File: src/sv/pebm_pkg.sv
// pebm_pkg: shared widths, register indexes, reset values and control structs
package pebm_pkg;

  // configuration port
  localparam int unsigned CFG_IDX_W  = 3;
  localparam int unsigned CFG_DATA_W = 16;

  localparam logic [CFG_IDX_W-1:0] CFG_DEBOUNCE       = 3'd0;
  localparam logic [CFG_IDX_W-1:0] CFG_WINDOW         = 3'd1;
  localparam logic [CFG_IDX_W-1:0] CFG_MAX_ROTATIONS  = 3'd2;
  localparam logic [CFG_IDX_W-1:0] CFG_IDLE_TIMEOUT   = 3'd3;
  localparam logic [CFG_IDX_W-1:0] CFG_DECAY_STEP     = 3'd4;
  localparam logic [CFG_IDX_W-1:0] CFG_DECAY_INTERVAL = 3'd5;

  // register reset values
  localparam logic [7:0]  RST_DEBOUNCE       = 8'd10;
  localparam logic [15:0] RST_WINDOW         = 16'd1000;
  localparam logic [7:0]  RST_MAX_ROTATIONS  = 8'd50;
  localparam logic [15:0] RST_IDLE_TIMEOUT   = 16'd3000;
  localparam logic [6:0]  RST_DECAY_STEP     = 7'd4;
  localparam logic [15:0] RST_DECAY_INTERVAL = 16'd1000;

  // payload widths
  localparam int unsigned ENERGY_W = 7;
  localparam int unsigned LIT_W    = 5;
  localparam int unsigned MASK_W   = 25;

  localparam logic [ENERGY_W-1:0] ENERGY_MAX = 7'd100;

  // gain divider: dividend covers 255*100
  localparam int unsigned DIV_N_W = 15;
  localparam int unsigned DIV_D_W = 8;

  typedef struct packed {
    logic accept;
    logic start_gain;
    logic apply;
    logic start_lit;
    logic load_out;
  } cmd_t;

  typedef struct packed {
    logic need_div;
    logic div_busy;
    logic out_free;
  } sts_t;

endpackage

File: src/sv/pebm_intf.sv
// pebm_intf: valid/ready channel interfaces for tick, result and configuration

interface pebm_in_if;
  logic valid;
  logic ready;
  logic sensor_level;

  modport source (output valid, output sensor_level, input ready);
  modport sink   (input valid, input sensor_level, output ready);
endinterface

interface pebm_out_if;
  logic                                valid;
  logic                                ready;
  logic [pebm_pkg::ENERGY_W-1:0]       energy_percent;
  logic [pebm_pkg::LIT_W-1:0]          lit_count;
  logic [pebm_pkg::MASK_W-1:0]         led_mask;
  logic                                display_update;
  logic                                rotation_pulse;

  modport source (output valid, output energy_percent, output lit_count, output led_mask,
                  output display_update, output rotation_pulse, input ready);
  modport sink   (input valid, input energy_percent, input lit_count, input led_mask,
                  input display_update, input rotation_pulse, output ready);
endinterface

interface pebm_cfg_if;
  logic                              valid;
  logic                              ready;
  logic [pebm_pkg::CFG_IDX_W-1:0]    index;
  logic [pebm_pkg::CFG_DATA_W-1:0]   data;

  modport source (output valid, output index, output data, input ready);
  modport sink   (input valid, input index, input data, output ready);
endinterface

File: src/sv/pebm_div.sv
// pebm_div: restoring divider, one quotient bit per cycle
module pebm_div (
  input  logic                           clk_i,
  input  logic                           rst_ni,
  input  logic                           start_i,
  input  logic [pebm_pkg::DIV_N_W-1:0]   dividend_i,
  input  logic [pebm_pkg::DIV_D_W-1:0]   divisor_i,
  output logic                           busy_o,
  output logic [pebm_pkg::DIV_N_W-1:0]   quotient_o
);

  localparam int unsigned CntW = $clog2(pebm_pkg::DIV_N_W + 1);

  logic [CntW-1:0]                 cnt_q, cnt_d;
  logic                            busy_q, busy_d;
  logic [pebm_pkg::DIV_D_W-1:0]    rem_q, rem_d;
  logic [pebm_pkg::DIV_D_W-1:0]    dvs_q, dvs_d;
  logic [pebm_pkg::DIV_N_W-1:0]    quo_q, quo_d;
  logic [pebm_pkg::DIV_D_W:0]      trial;
  logic [pebm_pkg::DIV_D_W:0]      diff;
  logic                            ge;

  assign trial = {rem_q, quo_q[pebm_pkg::DIV_N_W-1]};
  assign ge    = trial >= {1'b0, dvs_q};
  assign diff  = trial - {1'b0, dvs_q};

  always_comb begin
    cnt_d  = cnt_q;
    busy_d = busy_q;
    rem_d  = rem_q;
    dvs_d  = dvs_q;
    quo_d  = quo_q;
    if (start_i) begin
      cnt_d  = CntW'(pebm_pkg::DIV_N_W);
      busy_d = 1'b1;
      rem_d  = '0;
      dvs_d  = divisor_i;
      quo_d  = dividend_i;
    end else if (busy_q) begin
      // remainder stays below the divisor, so the low bits are enough
      rem_d  = ge ? diff[pebm_pkg::DIV_D_W-1:0] : trial[pebm_pkg::DIV_D_W-1:0];
      quo_d  = {quo_q[pebm_pkg::DIV_N_W-2:0], ge};
      cnt_d  = cnt_q - CntW'(1);
      busy_d = (cnt_q != CntW'(1));
    end
  end

  always_ff @(posedge clk_i or negedge rst_ni) begin
    if (!rst_ni) begin
      cnt_q  <= '0;
      busy_q <= 1'b0;
    end else begin
      cnt_q  <= cnt_d;
      busy_q <= busy_d;
    end
  end

  always_ff @(posedge clk_i) begin
    rem_q <= rem_d;
    dvs_q <= dvs_d;
    quo_q <= quo_d;
  end

  assign busy_o     = busy_q;
  assign quotient_o = quo_q;

endmodule

File: src/sv/pebm_ctrl.sv
// pebm_ctrl: sequencer for one tick, from acceptance to result load
module pebm_ctrl (
  input  logic            clk_i,
  input  logic            rst_ni,
  input  logic            in_valid_i,
  output logic            in_ready_o,
  input  pebm_pkg::sts_t  sts_i,
  output pebm_pkg::cmd_t  cmd_o
);

  localparam logic [2:0] ST_IDLE  = 3'd0;
  localparam logic [2:0] ST_CHECK = 3'd1;
  localparam logic [2:0] ST_GAIN  = 3'd2;
  localparam logic [2:0] ST_APPLY = 3'd3;
  localparam logic [2:0] ST_LITGO = 3'd4;
  localparam logic [2:0] ST_DONE  = 3'd6;

  logic [2:0] state_q, state_d;

  always_comb begin
    state_d = state_q;
    cmd_o   = '0;
    case (state_q)
      ST_IDLE: begin
        if (in_valid_i) begin
          cmd_o.accept = 1'b1;
          state_d      = ST_CHECK;
        end
      end
      ST_CHECK: begin
        if (sts_i.need_div) begin
          cmd_o.start_gain = 1'b1;
          state_d          = ST_GAIN;
        end else begin
          state_d = ST_APPLY;
        end
      end
      ST_GAIN: begin
        if (!sts_i.div_busy) state_d = ST_APPLY;
      end
      ST_APPLY: begin
        cmd_o.apply = 1'b1;
        state_d     = ST_LITGO;
      end
      ST_LITGO: begin
        cmd_o.start_lit = 1'b1;
        state_d         = ST_DONE;
      end
      ST_DONE: begin
        if (sts_i.out_free) begin
          cmd_o.load_out = 1'b1;
          state_d        = ST_IDLE;
        end
      end
      default: state_d = ST_IDLE;
    endcase
  end

  always_ff @(posedge clk_i or negedge rst_ni) begin
    if (!rst_ni) begin
      state_q <= ST_IDLE;
    end else begin
      state_q <= state_d;
    end
  end

  assign in_ready_o = (state_q == ST_IDLE);

  a_start_busy: assert property (@(posedge clk_i) disable iff (!rst_ni)
    cmd_o.start_gain |=> sts_i.div_busy)
    else $error("divider not busy after start");

  a_accept_leaves_idle: assert property (@(posedge clk_i) disable iff (!rst_ni)
    cmd_o.accept |=> (!in_ready_o && !cmd_o.load_out))
    else $error("tick accepted without sequencing");

endmodule

File: src/sv/pebm_dp.sv
// pebm_dp: registers, counters, energy update, divider and result register
module pebm_dp #(
  parameter int unsigned LED_COUNT = 25
) (
  input  logic                 clk_i,
  input  logic                 rst_ni,
  input  logic                 sensor_level_i,
  input  pebm_pkg::cmd_t       cmd_i,
  output pebm_pkg::sts_t       sts_o,
  pebm_cfg_if.sink             cfg_i,
  pebm_out_if.source           out_o
);

  localparam logic [pebm_pkg::ENERGY_W-1:0] Full = pebm_pkg::ENERGY_MAX;

  // x/100 == (x*5243)>>19 for every x below 43690, bar product tops out at 2500
  localparam int unsigned BarW     = 12;
  localparam int unsigned ProdW    = 25;
  localparam int unsigned LitW     = 6;
  localparam int unsigned LitRecip = 5243;
  localparam int unsigned LitShift = 19;

  // configuration registers
  logic [7:0]  debounce_q, max_rot_q;
  logic [15:0] window_q, idle_to_q, interval_q;
  logic [6:0]  step_q;

  // tick state
  logic        last_level_q, last_level_d;
  logic        armed_q, armed_d;
  logic [7:0]  since_q, since_d;
  logic [15:0] win_q, win_d;
  logic [7:0]  rot_q, rot_d;
  logic [6:0]  energy_q, energy_d;
  logic [15:0] idle_q, idle_d;
  logic [15:0] wait_q, wait_d;
  logic        pulse_q, pulse_d;
  logic        update_q, update_d;

  // result register
  logic                            out_valid_q, out_valid_d;
  logic [pebm_pkg::ENERGY_W-1:0]   out_energy_q;
  logic [pebm_pkg::LIT_W-1:0]      out_lit_q;
  logic [pebm_pkg::MASK_W-1:0]     out_mask_q;
  logic                            out_update_q, out_pulse_q;
  logic [pebm_pkg::MASK_W-1:0]     mask;

  // divider
  logic                            div_start, div_busy;
  logic [pebm_pkg::DIV_N_W-1:0]    div_n, div_q;
  logic [pebm_pkg::DIV_D_W-1:0]    div_d;

  // bar length
  logic [BarW-1:0]                 bar_n;
  logic [ProdW-1:0]                bar_prod;
  logic [LitW-1:0]                 lit_q, lit_d;

  // per-tick combinational terms
  logic [7:0]  since_inc, rot_inc;
  logic [15:0] win_inc, idle_inc, wait_inc;
  logic        change, rotation, win_hit;
  logic [6:0]  gain, e_win, e_dec;
  logic [7:0]  sum;
  logic        decay_hit;

  assign cfg_i.ready = 1'b1;

  always_ff @(posedge clk_i or negedge rst_ni) begin
    if (!rst_ni) begin
      debounce_q <= pebm_pkg::RST_DEBOUNCE;
      window_q   <= pebm_pkg::RST_WINDOW;
      max_rot_q  <= pebm_pkg::RST_MAX_ROTATIONS;
      idle_to_q  <= pebm_pkg::RST_IDLE_TIMEOUT;
      step_q     <= pebm_pkg::RST_DECAY_STEP;
      interval_q <= pebm_pkg::RST_DECAY_INTERVAL;
    end else if (cfg_i.valid) begin
      case (cfg_i.index)
        pebm_pkg::CFG_DEBOUNCE:       debounce_q <= cfg_i.data[7:0];
        pebm_pkg::CFG_WINDOW:         window_q   <= cfg_i.data;
        pebm_pkg::CFG_MAX_ROTATIONS:  max_rot_q  <= cfg_i.data[7:0];
        pebm_pkg::CFG_IDLE_TIMEOUT:   idle_to_q  <= cfg_i.data;
        pebm_pkg::CFG_DECAY_STEP:     step_q     <= cfg_i.data[6:0];
        pebm_pkg::CFG_DECAY_INTERVAL: interval_q <= cfg_i.data;
        default: ;
      endcase
    end
  end

  // saturating time counters
  assign since_inc = (since_q == 8'hFF)    ? since_q : since_q + 8'd1;
  assign win_inc   = (win_q   == 16'hFFFF) ? win_q   : win_q + 16'd1;
  assign idle_inc  = (idle_q  == 16'hFFFF) ? idle_q  : idle_q + 16'd1;
  assign wait_inc  = (wait_q  == 16'hFFFF) ? wait_q  : wait_q + 16'd1;
  assign rot_inc   = (rot_q   == 8'hFF)    ? rot_q   : rot_q + 8'd1;

  assign change   = (sensor_level_i != last_level_q) && (since_inc > debounce_q);
  assign rotation = change && sensor_level_i && armed_q;

  // window close and gain
  assign win_hit = (win_q >= window_q);
  always_comb begin
    if (!win_hit || rot_q == 8'd0)                         gain = '0;
    else if (max_rot_q == 8'd0)                            gain = Full;
    else if (div_q > pebm_pkg::DIV_N_W'(Full))             gain = Full;
    else                                                   gain = div_q[6:0];
  end
  assign sum   = {1'b0, energy_q} + {1'b0, gain};
  assign e_win = (sum > {1'b0, Full}) ? Full : sum[6:0];

  // decay after the window update
  assign decay_hit = (idle_q >= idle_to_q) && (e_win != '0) && (wait_q >= interval_q);
  assign e_dec     = (e_win > step_q) ? e_win - step_q : '0;

  always_comb begin
    last_level_d = last_level_q;
    armed_d      = armed_q;
    since_d      = since_q;
    win_d        = win_q;
    rot_d        = rot_q;
    energy_d     = energy_q;
    idle_d       = idle_q;
    wait_d       = wait_q;
    pulse_d      = pulse_q;
    update_d     = update_q;
    if (cmd_i.accept) begin
      last_level_d = sensor_level_i;
      since_d      = change ? 8'd0 : since_inc;
      win_d        = win_inc;
      wait_d       = wait_inc;
      idle_d       = rotation ? 16'd0 : idle_inc;
      rot_d        = rotation ? rot_inc : rot_q;
      pulse_d      = rotation;
      if (change) begin
        if (!sensor_level_i) armed_d = 1'b1;
        else if (armed_q)    armed_d = 1'b0;
      end
    end
    if (cmd_i.apply) begin
      if (win_hit) begin
        rot_d = '0;
        win_d = '0;
      end
      if ((idle_q >= idle_to_q) && (e_win != '0)) begin
        if (decay_hit) wait_d = '0;
      end else begin
        wait_d = '0;
      end
      energy_d = decay_hit ? e_dec : e_win;
      update_d = win_hit || decay_hit;
    end
  end

  always_ff @(posedge clk_i or negedge rst_ni) begin
    if (!rst_ni) begin
      last_level_q <= 1'b1;
      armed_q      <= 1'b0;
      since_q      <= 8'hFF;
      win_q        <= '0;
      rot_q        <= '0;
      energy_q     <= '0;
      idle_q       <= '0;
      wait_q       <= '0;
      pulse_q      <= 1'b0;
      update_q     <= 1'b0;
    end else begin
      last_level_q <= last_level_d;
      armed_q      <= armed_d;
      since_q      <= since_d;
      win_q        <= win_d;
      rot_q        <= rot_d;
      energy_q     <= energy_d;
      idle_q       <= idle_d;
      wait_q       <= wait_d;
      pulse_q      <= pulse_d;
      update_q     <= update_d;
    end
  end

  // divider for the window gain
  assign div_start = cmd_i.start_gain;
  assign div_n     = pebm_pkg::DIV_N_W'(rot_q) * pebm_pkg::DIV_N_W'(Full);
  assign div_d     = max_rot_q;

  pebm_div u_div (
    .clk_i      (clk_i),
    .rst_ni     (rst_ni),
    .start_i    (div_start),
    .dividend_i (div_n),
    .divisor_i  (div_d),
    .busy_o     (div_busy),
    .quotient_o (div_q)
  );

  // bar length from the settled energy, registered
  assign bar_n    = BarW'(energy_q) * BarW'(LED_COUNT);
  assign bar_prod = ProdW'(bar_n) * ProdW'(LitRecip);
  assign lit_d    = cmd_i.start_lit ? bar_prod[ProdW-1:LitShift] : lit_q;

  always_ff @(posedge clk_i or negedge rst_ni) begin
    if (!rst_ni) begin
      lit_q <= '0;
    end else begin
      lit_q <= lit_d;
    end
  end

  always_comb begin
    for (int i = 0; i < pebm_pkg::MASK_W; i++) begin
      mask[i] = (lit_q > LitW'(i));
    end
  end

  always_comb begin
    out_valid_d = out_valid_q;
    if (cmd_i.load_out)   out_valid_d = 1'b1;
    else if (out_o.ready) out_valid_d = 1'b0;
  end

  always_ff @(posedge clk_i or negedge rst_ni) begin
    if (!rst_ni) begin
      out_valid_q <= 1'b0;
    end else begin
      out_valid_q <= out_valid_d;
    end
  end

  always_ff @(posedge clk_i) begin
    if (cmd_i.load_out) begin
      out_energy_q <= energy_q;
      out_lit_q    <= lit_q[pebm_pkg::LIT_W-1:0];
      out_mask_q   <= mask;
      out_update_q <= update_q;
      out_pulse_q  <= pulse_q;
    end
  end

  assign out_o.valid          = out_valid_q;
  assign out_o.energy_percent = out_energy_q;
  assign out_o.lit_count      = out_lit_q;
  assign out_o.led_mask       = out_mask_q;
  assign out_o.display_update = out_update_q;
  assign out_o.rotation_pulse = out_pulse_q;

  assign sts_o.need_div = win_hit && (rot_q != 8'd0) && (max_rot_q != 8'd0);
  assign sts_o.div_busy = div_busy;
  assign sts_o.out_free = !out_valid_q || out_o.ready;

  a_energy_range: assert property (@(posedge clk_i) disable iff (!rst_ni)
    energy_q <= Full)
    else $error("energy above full scale");

  a_load_free: assert property (@(posedge clk_i) disable iff (!rst_ni)
    cmd_i.load_out |-> (!out_valid_q || out_o.ready))
    else $error("result register overwritten");

  a_start_idle_div: assert property (@(posedge clk_i) disable iff (!rst_ni)
    div_start |-> !div_busy)
    else $error("divider restarted while busy");

  a_lit_bound: assert property (@(posedge clk_i) disable iff (!rst_ni)
    cmd_i.load_out |-> (lit_q <= LitW'(LED_COUNT)))
    else $error("bar length above led count");

endmodule

File: src/sv/pedal_energy_bar_meter.sv
// pedal_energy_bar_meter: top level of the pedal energy bar meter
//
// usage
// - in_i carries one transaction per 1 ms tick with the sampled hall level
//   (0 magnet near, 1 magnet away); in_i.ready is high only between ticks
// - out_o returns exactly one transaction per tick: energy in percent, the
//   number of lit bar leds, the bar mask and the update/rotation flags
// - cfg_i writes one setting per transaction (index 0 debounce, 1 window,
//   2 max rotations, 3 idle timeout, 4 decay step, 5 decay interval); it is
//   always ready and is meant to be written only while no tick is in flight
// - timing: an accepted tick runs through check, the 15-step restoring
//   divider for the window gain when a window closes with rotations and a
//   nonzero max rotations, apply and the registered reciprocal multiply for
//   the bar length before its result sits in the output register
// - flow: no new tick is taken before the result of the last is loaded; the
//   output register frees the input side once a result is loaded
// - stall: a result waits in the output register while out_o.ready is low;
//   the next tick is still taken and holds before loading until it frees
// - reset: all settings return to their defaults, energy and counters clear,
//   the debounce timer starts saturated and the last level starts high
module pedal_energy_bar_meter #(
  parameter int unsigned LED_COUNT = 25
) (
  input  logic        clk_i,
  input  logic        rst_ni,
  pebm_in_if.sink     in_i,
  pebm_cfg_if.sink    cfg_i,
  pebm_out_if.source  out_o
);

  // command and status between sequencer and datapath
  pebm_pkg::cmd_t cmd;
  pebm_pkg::sts_t sts;
  logic           in_ready;

  // tick channel handshake is owned by the sequencer
  assign in_i.ready = in_ready;

  pebm_ctrl u_ctrl (
    .clk_i      (clk_i),
    .rst_ni     (rst_ni),
    .in_valid_i (in_i.valid),
    .in_ready_o (in_ready),
    .sts_i      (sts),
    .cmd_o      (cmd)
  );

  // datapath: settings, timers, energy, divider, result register
  pebm_dp #(
    .LED_COUNT (LED_COUNT)
  ) u_dp (
    .clk_i          (clk_i),
    .rst_ni         (rst_ni),
    .sensor_level_i (in_i.sensor_level),
    .cmd_i          (cmd),
    .sts_o          (sts),
    .cfg_i          (cfg_i),
    .out_o          (out_o)
  );

endmodule
File: src/flat_wrapper.sv
// flat-port wrapper written by rule: the top's interface ports become plain ports
module pedal_energy_bar_meter_flat 
#(
  parameter int unsigned LED_COUNT = 25
)
  (clk_i, rst_ni, in_i_valid, in_i_sensor_level, in_i_ready, cfg_i_valid, cfg_i_index, cfg_i_data, cfg_i_ready, out_o_valid, out_o_energy_percent, out_o_lit_count, out_o_led_mask, out_o_display_update, out_o_rotation_pulse, out_o_ready);
  pebm_in_if in_i_i ();
  pebm_cfg_if cfg_i_i ();
  pebm_out_if out_o_i ();
  input  logic clk_i;
  input  logic rst_ni;
  input wire logic [$bits(in_i_i.valid)-1:0] in_i_valid;
  input wire logic [$bits(in_i_i.sensor_level)-1:0] in_i_sensor_level;
  output wire logic [$bits(in_i_i.ready)-1:0] in_i_ready;
  input wire logic [$bits(cfg_i_i.valid)-1:0] cfg_i_valid;
  input wire logic [$bits(cfg_i_i.index)-1:0] cfg_i_index;
  input wire logic [$bits(cfg_i_i.data)-1:0] cfg_i_data;
  output wire logic [$bits(cfg_i_i.ready)-1:0] cfg_i_ready;
  output wire logic [$bits(out_o_i.valid)-1:0] out_o_valid;
  output wire logic [$bits(out_o_i.energy_percent)-1:0] out_o_energy_percent;
  output wire logic [$bits(out_o_i.lit_count)-1:0] out_o_lit_count;
  output wire logic [$bits(out_o_i.led_mask)-1:0] out_o_led_mask;
  output wire logic [$bits(out_o_i.display_update)-1:0] out_o_display_update;
  output wire logic [$bits(out_o_i.rotation_pulse)-1:0] out_o_rotation_pulse;
  input wire logic [$bits(out_o_i.ready)-1:0] out_o_ready;
  assign in_i_i.valid = in_i_valid;
  assign in_i_i.sensor_level = in_i_sensor_level;
  assign in_i_ready = in_i_i.ready;
  assign cfg_i_i.valid = cfg_i_valid;
  assign cfg_i_i.index = cfg_i_index;
  assign cfg_i_i.data = cfg_i_data;
  assign cfg_i_ready = cfg_i_i.ready;
  assign out_o_valid = out_o_i.valid;
  assign out_o_energy_percent = out_o_i.energy_percent;
  assign out_o_lit_count = out_o_i.lit_count;
  assign out_o_led_mask = out_o_i.led_mask;
  assign out_o_display_update = out_o_i.display_update;
  assign out_o_rotation_pulse = out_o_i.rotation_pulse;
  assign out_o_i.ready = out_o_ready;
  pedal_energy_bar_meter #(.LED_COUNT(LED_COUNT)) u_core (.clk_i(clk_i), .rst_ni(rst_ni), .in_i(in_i_i), .cfg_i(cfg_i_i), .out_o(out_o_i));
endmodule
File: config.mk
export PLATFORM = sky130hd
export DESIGN_NAME = pedal_energy_bar_meter_flat
export DESIGN_NICKNAME = d
export VERILOG_FILES = /design/src/sv/pebm_pkg.sv /design/src/sv/pebm_intf.sv /design/src/sv/pebm_div.sv /design/src/sv/pebm_ctrl.sv /design/src/sv/pebm_dp.sv /design/src/sv/pedal_energy_bar_meter.sv /design/src/flat_wrapper.sv
export SDC_FILE = /design/constraint.sdc
export NUM_CORES = 1
export LEC_CHECK = 0
export BUFFER_PORTS_ARGS = -buffer_cell sky130_fd_sc_hd__buf_2
export CAP_MARGIN = 20
export CORE_MARGIN = 10
export CORE_UTILIZATION = 35
export DETAILED_ROUTE_END_ITERATION = 10
export GPL_TIMING_DRIVEN = 0
export MAX_ROUTING_LAYER = met4
export PLACE_DENSITY_LB_ADDON = 0.05
export SETUP_SLACK_MARGIN = 0.4
export SYNTH_ARGS = -nofsm -noshare
export SYNTH_HDL_FRONTEND = slang
export SYNTH_HIERARCHICAL = 1
export SYNTH_SLANG_ARGS = --single-unit
export TNS_END_PERCENT = 5
File: constraint.sdc
create_clock -name clk_i -period 8.3 [get_ports clk_i]
set_input_delay 0.83 -clock clk_i [delete_from_list [all_inputs] [get_ports clk_i]]
set_output_delay 0.83 -clock clk_i [all_outputs]
set_load 0.005 [all_outputs]
Yosys cells after proc, flatten, opt, wreduce, memory -nomap -nowiden
Cells that the tools add are included.
Widths: inputs -> output; s select.
- logic and storage cells: 173
- register bits after elaboration: 231
- output and inout port bits: 42
- input bits: 25
- $mul: 3
- muxes and demuxes: 47
- reductions and logical operators: 30
- order comparisons: 33
- eq/ne operators: 21
- add/subtract/negate cells: 9
- operators by type and width (operator ; count):
    $mux 16 ; 11
    $mux 8 ; 8
    $gt 6x5->1 const B ; 9
    $add 16x1->16 const B ; 3
    $eq 16x16->1 const B ; 3
    $ge 16x16->1 ; 3
    $gt 6x4->1 const B ; 8
    $mux 7 ; 6
    $mux 15 ; 2
    $mul 12x13->25 const B ; 1
    $gt 6x3->1 const B ; 4
    $pmux 3 s6 ; 1
    $add 8x1->8 const B ; 2
    $eq 8x8->1 const B ; 2
    $logic_not 8->1 ; 2
    $reduce_and 2->1 ; 8
    $reduce_bool 8->1 ; 2
    $gt 15x7->1 const B ; 1
    $mux 1 ; 14
    $mul 8x5->13 const B ; 1
    $eq 3x2->1 const B ; 4
    $eq 3x3->1 const B ; 4
    $gt 6x1->1 const B ; 2
    $gt 6x2->1 const B ; 2
    other kinds (23) ; 40

Longest topological paths before layout
- depth in word-level cells: 13
- mapped depth: 32
- mapped depth without buffers: 32

Cells and area by module
The synthesis kept the hierarchy.
- by module, submodules not included (module ; area each (sq um) ; instances ; cells an instance ; seq. area each (sq um)):
    pebm_dp ; 14019.7 ; 1 ; 1402 ; 5042.3
    pebm_div ; 1885.6 ; 1 ; 158 ; 975.9
    pebm_ctrl ; 212.7 ; 1 ; 23 ; 75.1

Least setup slack after synthesis
Ideal clock, no wire load.
- path kind: flip-flop to flip-flop
- start point: register u_core.u_dp.energy_q[2]
- end point: register u_core.u_dp.lit_q[5]
- library setup time: 0.126 ns
- stages on the path, launching flop included: 31
- arrival time: 7.647 ns
- period minus slack after synthesis: 7.773 ns
- data required time: 8.174 ns
- slack: 0.527 ns
- path buffers: 0
- path through: dfrtp_1 ha_1 ha_1 inv_1 fa_1 inv_1 ha_1 a21oi_1 o21bai_1 a2111oi_0 nor3_1 xnor2_1 inv_1 ha_1 inv_1 ha_1 xor2_1 ha_1 inv_1 fa_1 fa_1 fa_1 inv_1 ha_1 a2111oi_0 o21ai_0 a21oi_1 nor4_1 o311a_1 o2111a_1 a311o_1
- word-level cells in the longest chain between the ends: 2
- RTL lines (element ; RTL line ; text):
    from (decl) ; pebm_dp.sv:34 ; logic [6:0] energy_q, energy_d;
    from (signal assigned) ; pebm_dp.sv:171 ; energy_q <= energy_d;
    $mul 7x5->12 ; pebm_dp.sv:195 ; assign bar_n = BarW'(energy_q) * BarW'(LED_COUNT);
    $mul 12x13->25 ; pebm_dp.sv:196 ; assign bar_prod = ProdW'(bar_n) * ProdW'(LitRecip);
    to (signal assigned) ; pebm_dp.sv:203 ; lit_q <= lit_d;
    to (decl) ; pebm_dp.sv:56 ; logic [LitW-1:0] lit_q, lit_d;
No other way between the ends.
A chain may end at the register's enable or synchronous reset.

Final worst setup path
Same ends and word-level chain as after synthesis.

==> results.py <==
metrics = {
    "finish": {
        "num-nets-final": 1997,
        "layout.filler_cells": 4534,
        "layout_cells_sized_above_1_pct": 16.3,
        "area_growth_syn_to_layout_pct": 14.8,
        "antennaDiodeCount": 0,
        "design_area_um2": 18500,
    },
    "status": {
        "run_status": "finished clean",
    },
    "logic_synthesis": {
        "synthesis.instances": 1583,
        "synth.yosys.seq_area_share_pct": 37.8,
        "syn-cell-area_um2": 16100,
        "synth-compound-area-share_pct": 11.0,
        "netlist_top_cells_count": "224 x sky130_fd_sc_hd__inv_1, 222 x sky130_fd_sc_hd__ha_1, 127 x sky130_fd_sc_hd__dfrtp_1, 121 x sky130_fd_sc_hd__nand2_1, 100 x sky130_fd_sc_hd__nor2_1",
        "synthTopCellsByArea": "sky130_fd_sc_hd__dfrtp_1 20%, sky130_fd_sc_hd__ha_1 17%, sky130_fd_sc_hd__edfxtp_1 12%",
        "synth_edf_count": 62,
        "synth-adder-area-share_pct": 23.6,
        "yosysWarningCount": 6,
        "synth.lib_cells_used.distinct": 77,
        "synth_ff_type": "sky130_fd_sc_hd__dfrtp_1",
        "synth_top_family_by_area": "adder cells",
        "synth_largest_area_cell": "sky130_fd_sc_hd__dfrtp_1",
        "simple_gate_share_of_the_synthesized_area_pct": 12.3,
        "synth.area.mux_share_pct": 5.12,
        "ys_ff_latch": 231,
        "async_set_or_reset_flop_fraction_in_the_synthesized_netlist_pct": 69.7,
        "synthDominantCellAreaShare_pct": 19.7,
        "synth_area_per_cell_um2": 10.2,
        "yosysMostFrequentCell": "sky130_fd_sc_hd__inv_1",
        "synth_xor_area_share_pct": 3.97,
    },
    "die": {
        "design.portCount": 67,
        "die_footprint_um2": 55000,
        "rows": 78,
        "die_y_um": 235,
        "starting_density_pct": 35.4,
        "die-width_um": 235,
        "core_um2": 45500,
    },
    "grt": {
        "number_of_global_route_vias_before_repair": 11800,
        "initial_antenna_violation_count": 0,
        "grt_max_degree": 102,
        "grt_pass1_wl_um": 64100,
        "grt_overflow_total": 0,
        "grt_usage_pct": 14.9,
    },
    "critical_path": {
        "r2r_slack_ns": 0.71,
        "critical-path-max-stage-delay_ns": 0.57,
        "crit_fanout": 4,
        "cp.buffers_inverters": 6,
        "critical_path.endpoint_type": "flop",
        "critical_path.startpoint_type": "flop",
        "criticalPathCategory": "reg -> reg",
        "worst_path_max_delay_cell": "sky130_fd_sc_hd__fa_1",
        "cp_top_family": "adder cells",
        "worst-endpoint-arrival_ns": 8.03,
        "worst-endpoint-required_ns": 8.73,
    },
    "place": {
        "gp_congestion": 0.787,
        "place_hpwl_um": 29700,
        "dpl-instance-area_um2": 17300,
        "io_buffers": 65,
    },
    "sta": {
        "worst_slew_margin_rel_pct": 35.4,
        "min_period_over_period_pct": 91.5,
        "timing_worst_slew_pin_value_ns": 0.959,
        "timing.final.setup_violations": 0,
        "timing.final.hold_violations": 0,
        "maxSlewViolCount": 0,
        "post-route-min-period_ns": 7.59,
        "rsz0062_at_grt": "false",
        "finalClockSkew_ns": 0.0303,
        "clock.fmax_mhz": 132,
    },
    "drt": {
        "count_of_nets_left_with_antenna_violations_after_detail_routing": 0,
        "drt_iter0_markers": 493,
        "avgRoutedWirePerCell_um": 16.7,
        "dr.pass1.iters": 5,
        "num_vias": 11400,
        "post-route-drc-count": 0,
        "wl_um": 38900,
        "via_per_inst": 4.93,
    },
    "clock_tree": {
        "cts.sink_count": 231,
        "cts_root_buffer": "sky130_fd_sc_hd__clkbuf_16",
        "cts-buffers-inserted": 28,
        "source_to_sink_clock_delay_at_the_later_pin_of_the_worst_skew_pair_ns": 0.58,
        "tritoncts": "yes",
        "clockBufferDepth": 3,
        "holdBufCountCts": 0,
        "htreeDepth": 1,
        "clkTransAtPathRegs_ns": 0.06,
    },
    "hold_path": {
        "hold_path.class": "in -> async",
    },
    "flow_run": {
        "max-cap-violations": 0,
    },
}
==> worst paths after layout <==
path | startpoint | cells after the start | to
max in group asynchronous | rst_ni | 2 | u_core/u_dp/step_q[2]
max | u_core/u_dp/energy_q[2] | 30 | u_core/u_dp/lit_q[5]
min in group clk_i | u_core/u_dp/lit_q[4] | 0 | u_core/u_dp/out_o.lit_count[4]
min | rst_ni | 1 | u_core/u_dp/idle_q[6]
min reg2reg | u_core/u_dp/lit_q[4] | 0 | u_core/u_dp/out_o.lit_count[4]
max reg2reg | u_core/u_dp/energy_q[2] | 30 | u_core/u_dp/lit_q[5]
==> cell usage in the layout (no fill, tap or decap), types with 8 or more instances in the layout <==
cell,instances
sky130_fd_sc_hd__a21o_1,28
sky130_fd_sc_hd__a21oi_1,47
sky130_fd_sc_hd__a31oi_1,10
sky130_fd_sc_hd__and2_1,8
sky130_fd_sc_hd__and3_1,9
sky130_fd_sc_hd__buf_2,67
sky130_fd_sc_hd__buf_4,16
sky130_fd_sc_hd__clkbuf_1,31
sky130_fd_sc_hd__clkbuf_16,28
sky130_fd_sc_hd__dfrtp_1,123
sky130_fd_sc_hd__dfstp_2,34
sky130_fd_sc_hd__dfxtp_1,8
sky130_fd_sc_hd__edfxtp_1,62
sky130_fd_sc_hd__fa_1,51
sky130_fd_sc_hd__ha_1,216
sky130_fd_sc_hd__inv_1,222
sky130_fd_sc_hd__mux2_2,63
sky130_fd_sc_hd__mux2i_1,10
sky130_fd_sc_hd__nand2_1,121
sky130_fd_sc_hd__nand2b_1,15
sky130_fd_sc_hd__nand3_1,29
sky130_fd_sc_hd__nand4_1,28
sky130_fd_sc_hd__nor2_1,99
sky130_fd_sc_hd__nor2b_1,12
sky130_fd_sc_hd__nor3_1,25
sky130_fd_sc_hd__o21a_1,9
sky130_fd_sc_hd__o21ai_0,80
sky130_fd_sc_hd__o221ai_1,9
sky130_fd_sc_hd__o2bb2ai_1,8
sky130_fd_sc_hd__o31ai_1,10
sky130_fd_sc_hd__or2_2,10
sky130_fd_sc_hd__or3_1,9
sky130_fd_sc_hd__xnor2_1,27
sky130_fd_sc_hd__xor2_1,44
==> metal layers <==
metal	share of wire, %	vias up	GRT usage [%]
li1	-	5742	-
met1	51	5485	20.7
met5	0	-	-
met3	3.4	49	2.05
met2	44	158	22.6
met4	2.0	0	3.10
==> per-stage QoR <==
stage	utilization [%]	setup WS, ns	TNS (ns)	std cells	hold WS [ns]
after detailed placement	38.0	-0.883	-3.69	2255	0.438
after global placement	37.8	-0.877	-3.54	2249	0.439
after CTS	40.3	0.449	0	2313	0.336
after floorplan	-	0.527	0	1584	0.423
after global routing	40.7	0.405	0	2320	0.363
final	40.7	0.705	0	2320	0.314
==> registers in the layout, indices dropped and copies added (netlist names), 15 cells and up <==
| signal | cells |
|---|---|
| u_core/u_dp/idle_q | 16 |
| u_core/u_dp/window_q | 16 |
| u_core/u_dp/wait_q | 16 |
| u_core/u_dp/out_o.led_mask | 25 |
| u_core/u_dp/interval_q | 16 |
| u_core/u_dp/win_q | 16 |
| u_core/u_dp/u_div/quotient_o | 15 |
| u_core/u_dp/idle_to_q | 16 |
==> logic make-up (layout without fill, tap and decap cells) <==
logic type,count (synthesis),in the layout
AO/OA/AOI/OAI,267,267
XOR/XNOR,73,73
adder cells (fa/ha/maj),273,273
buffers and inverters,259,395
flip-flops,231,231
multiplexers,74,74
other,2,3
AND/OR/NAND/NOR,404,404
==> layout make-up <==
class                           instances  area, µm²  area share (%)
Multi-Input combinational cell       1094       9210            49.7
Sequential cell                       231       6100            33.0
Inverter                              226        848            4.58
Clock buffer                           38        788            4.26
Tap cell                              600        751            4.06
Timing Repair Buffer                   85        523            2.83
Buffer                                 33        161           0.872
Clock inverter                         13        130           0.703
==> what timing repair did <==
item,in CTS,in global routing
endpoints found under the setup margin,6,5
pin swaps,5,9
setup buffers,7,7
resized for setup,20,16
Power is not shown: default switching activity piles up to over one toggle a cycle in this logic, so the estimate is an artifact.
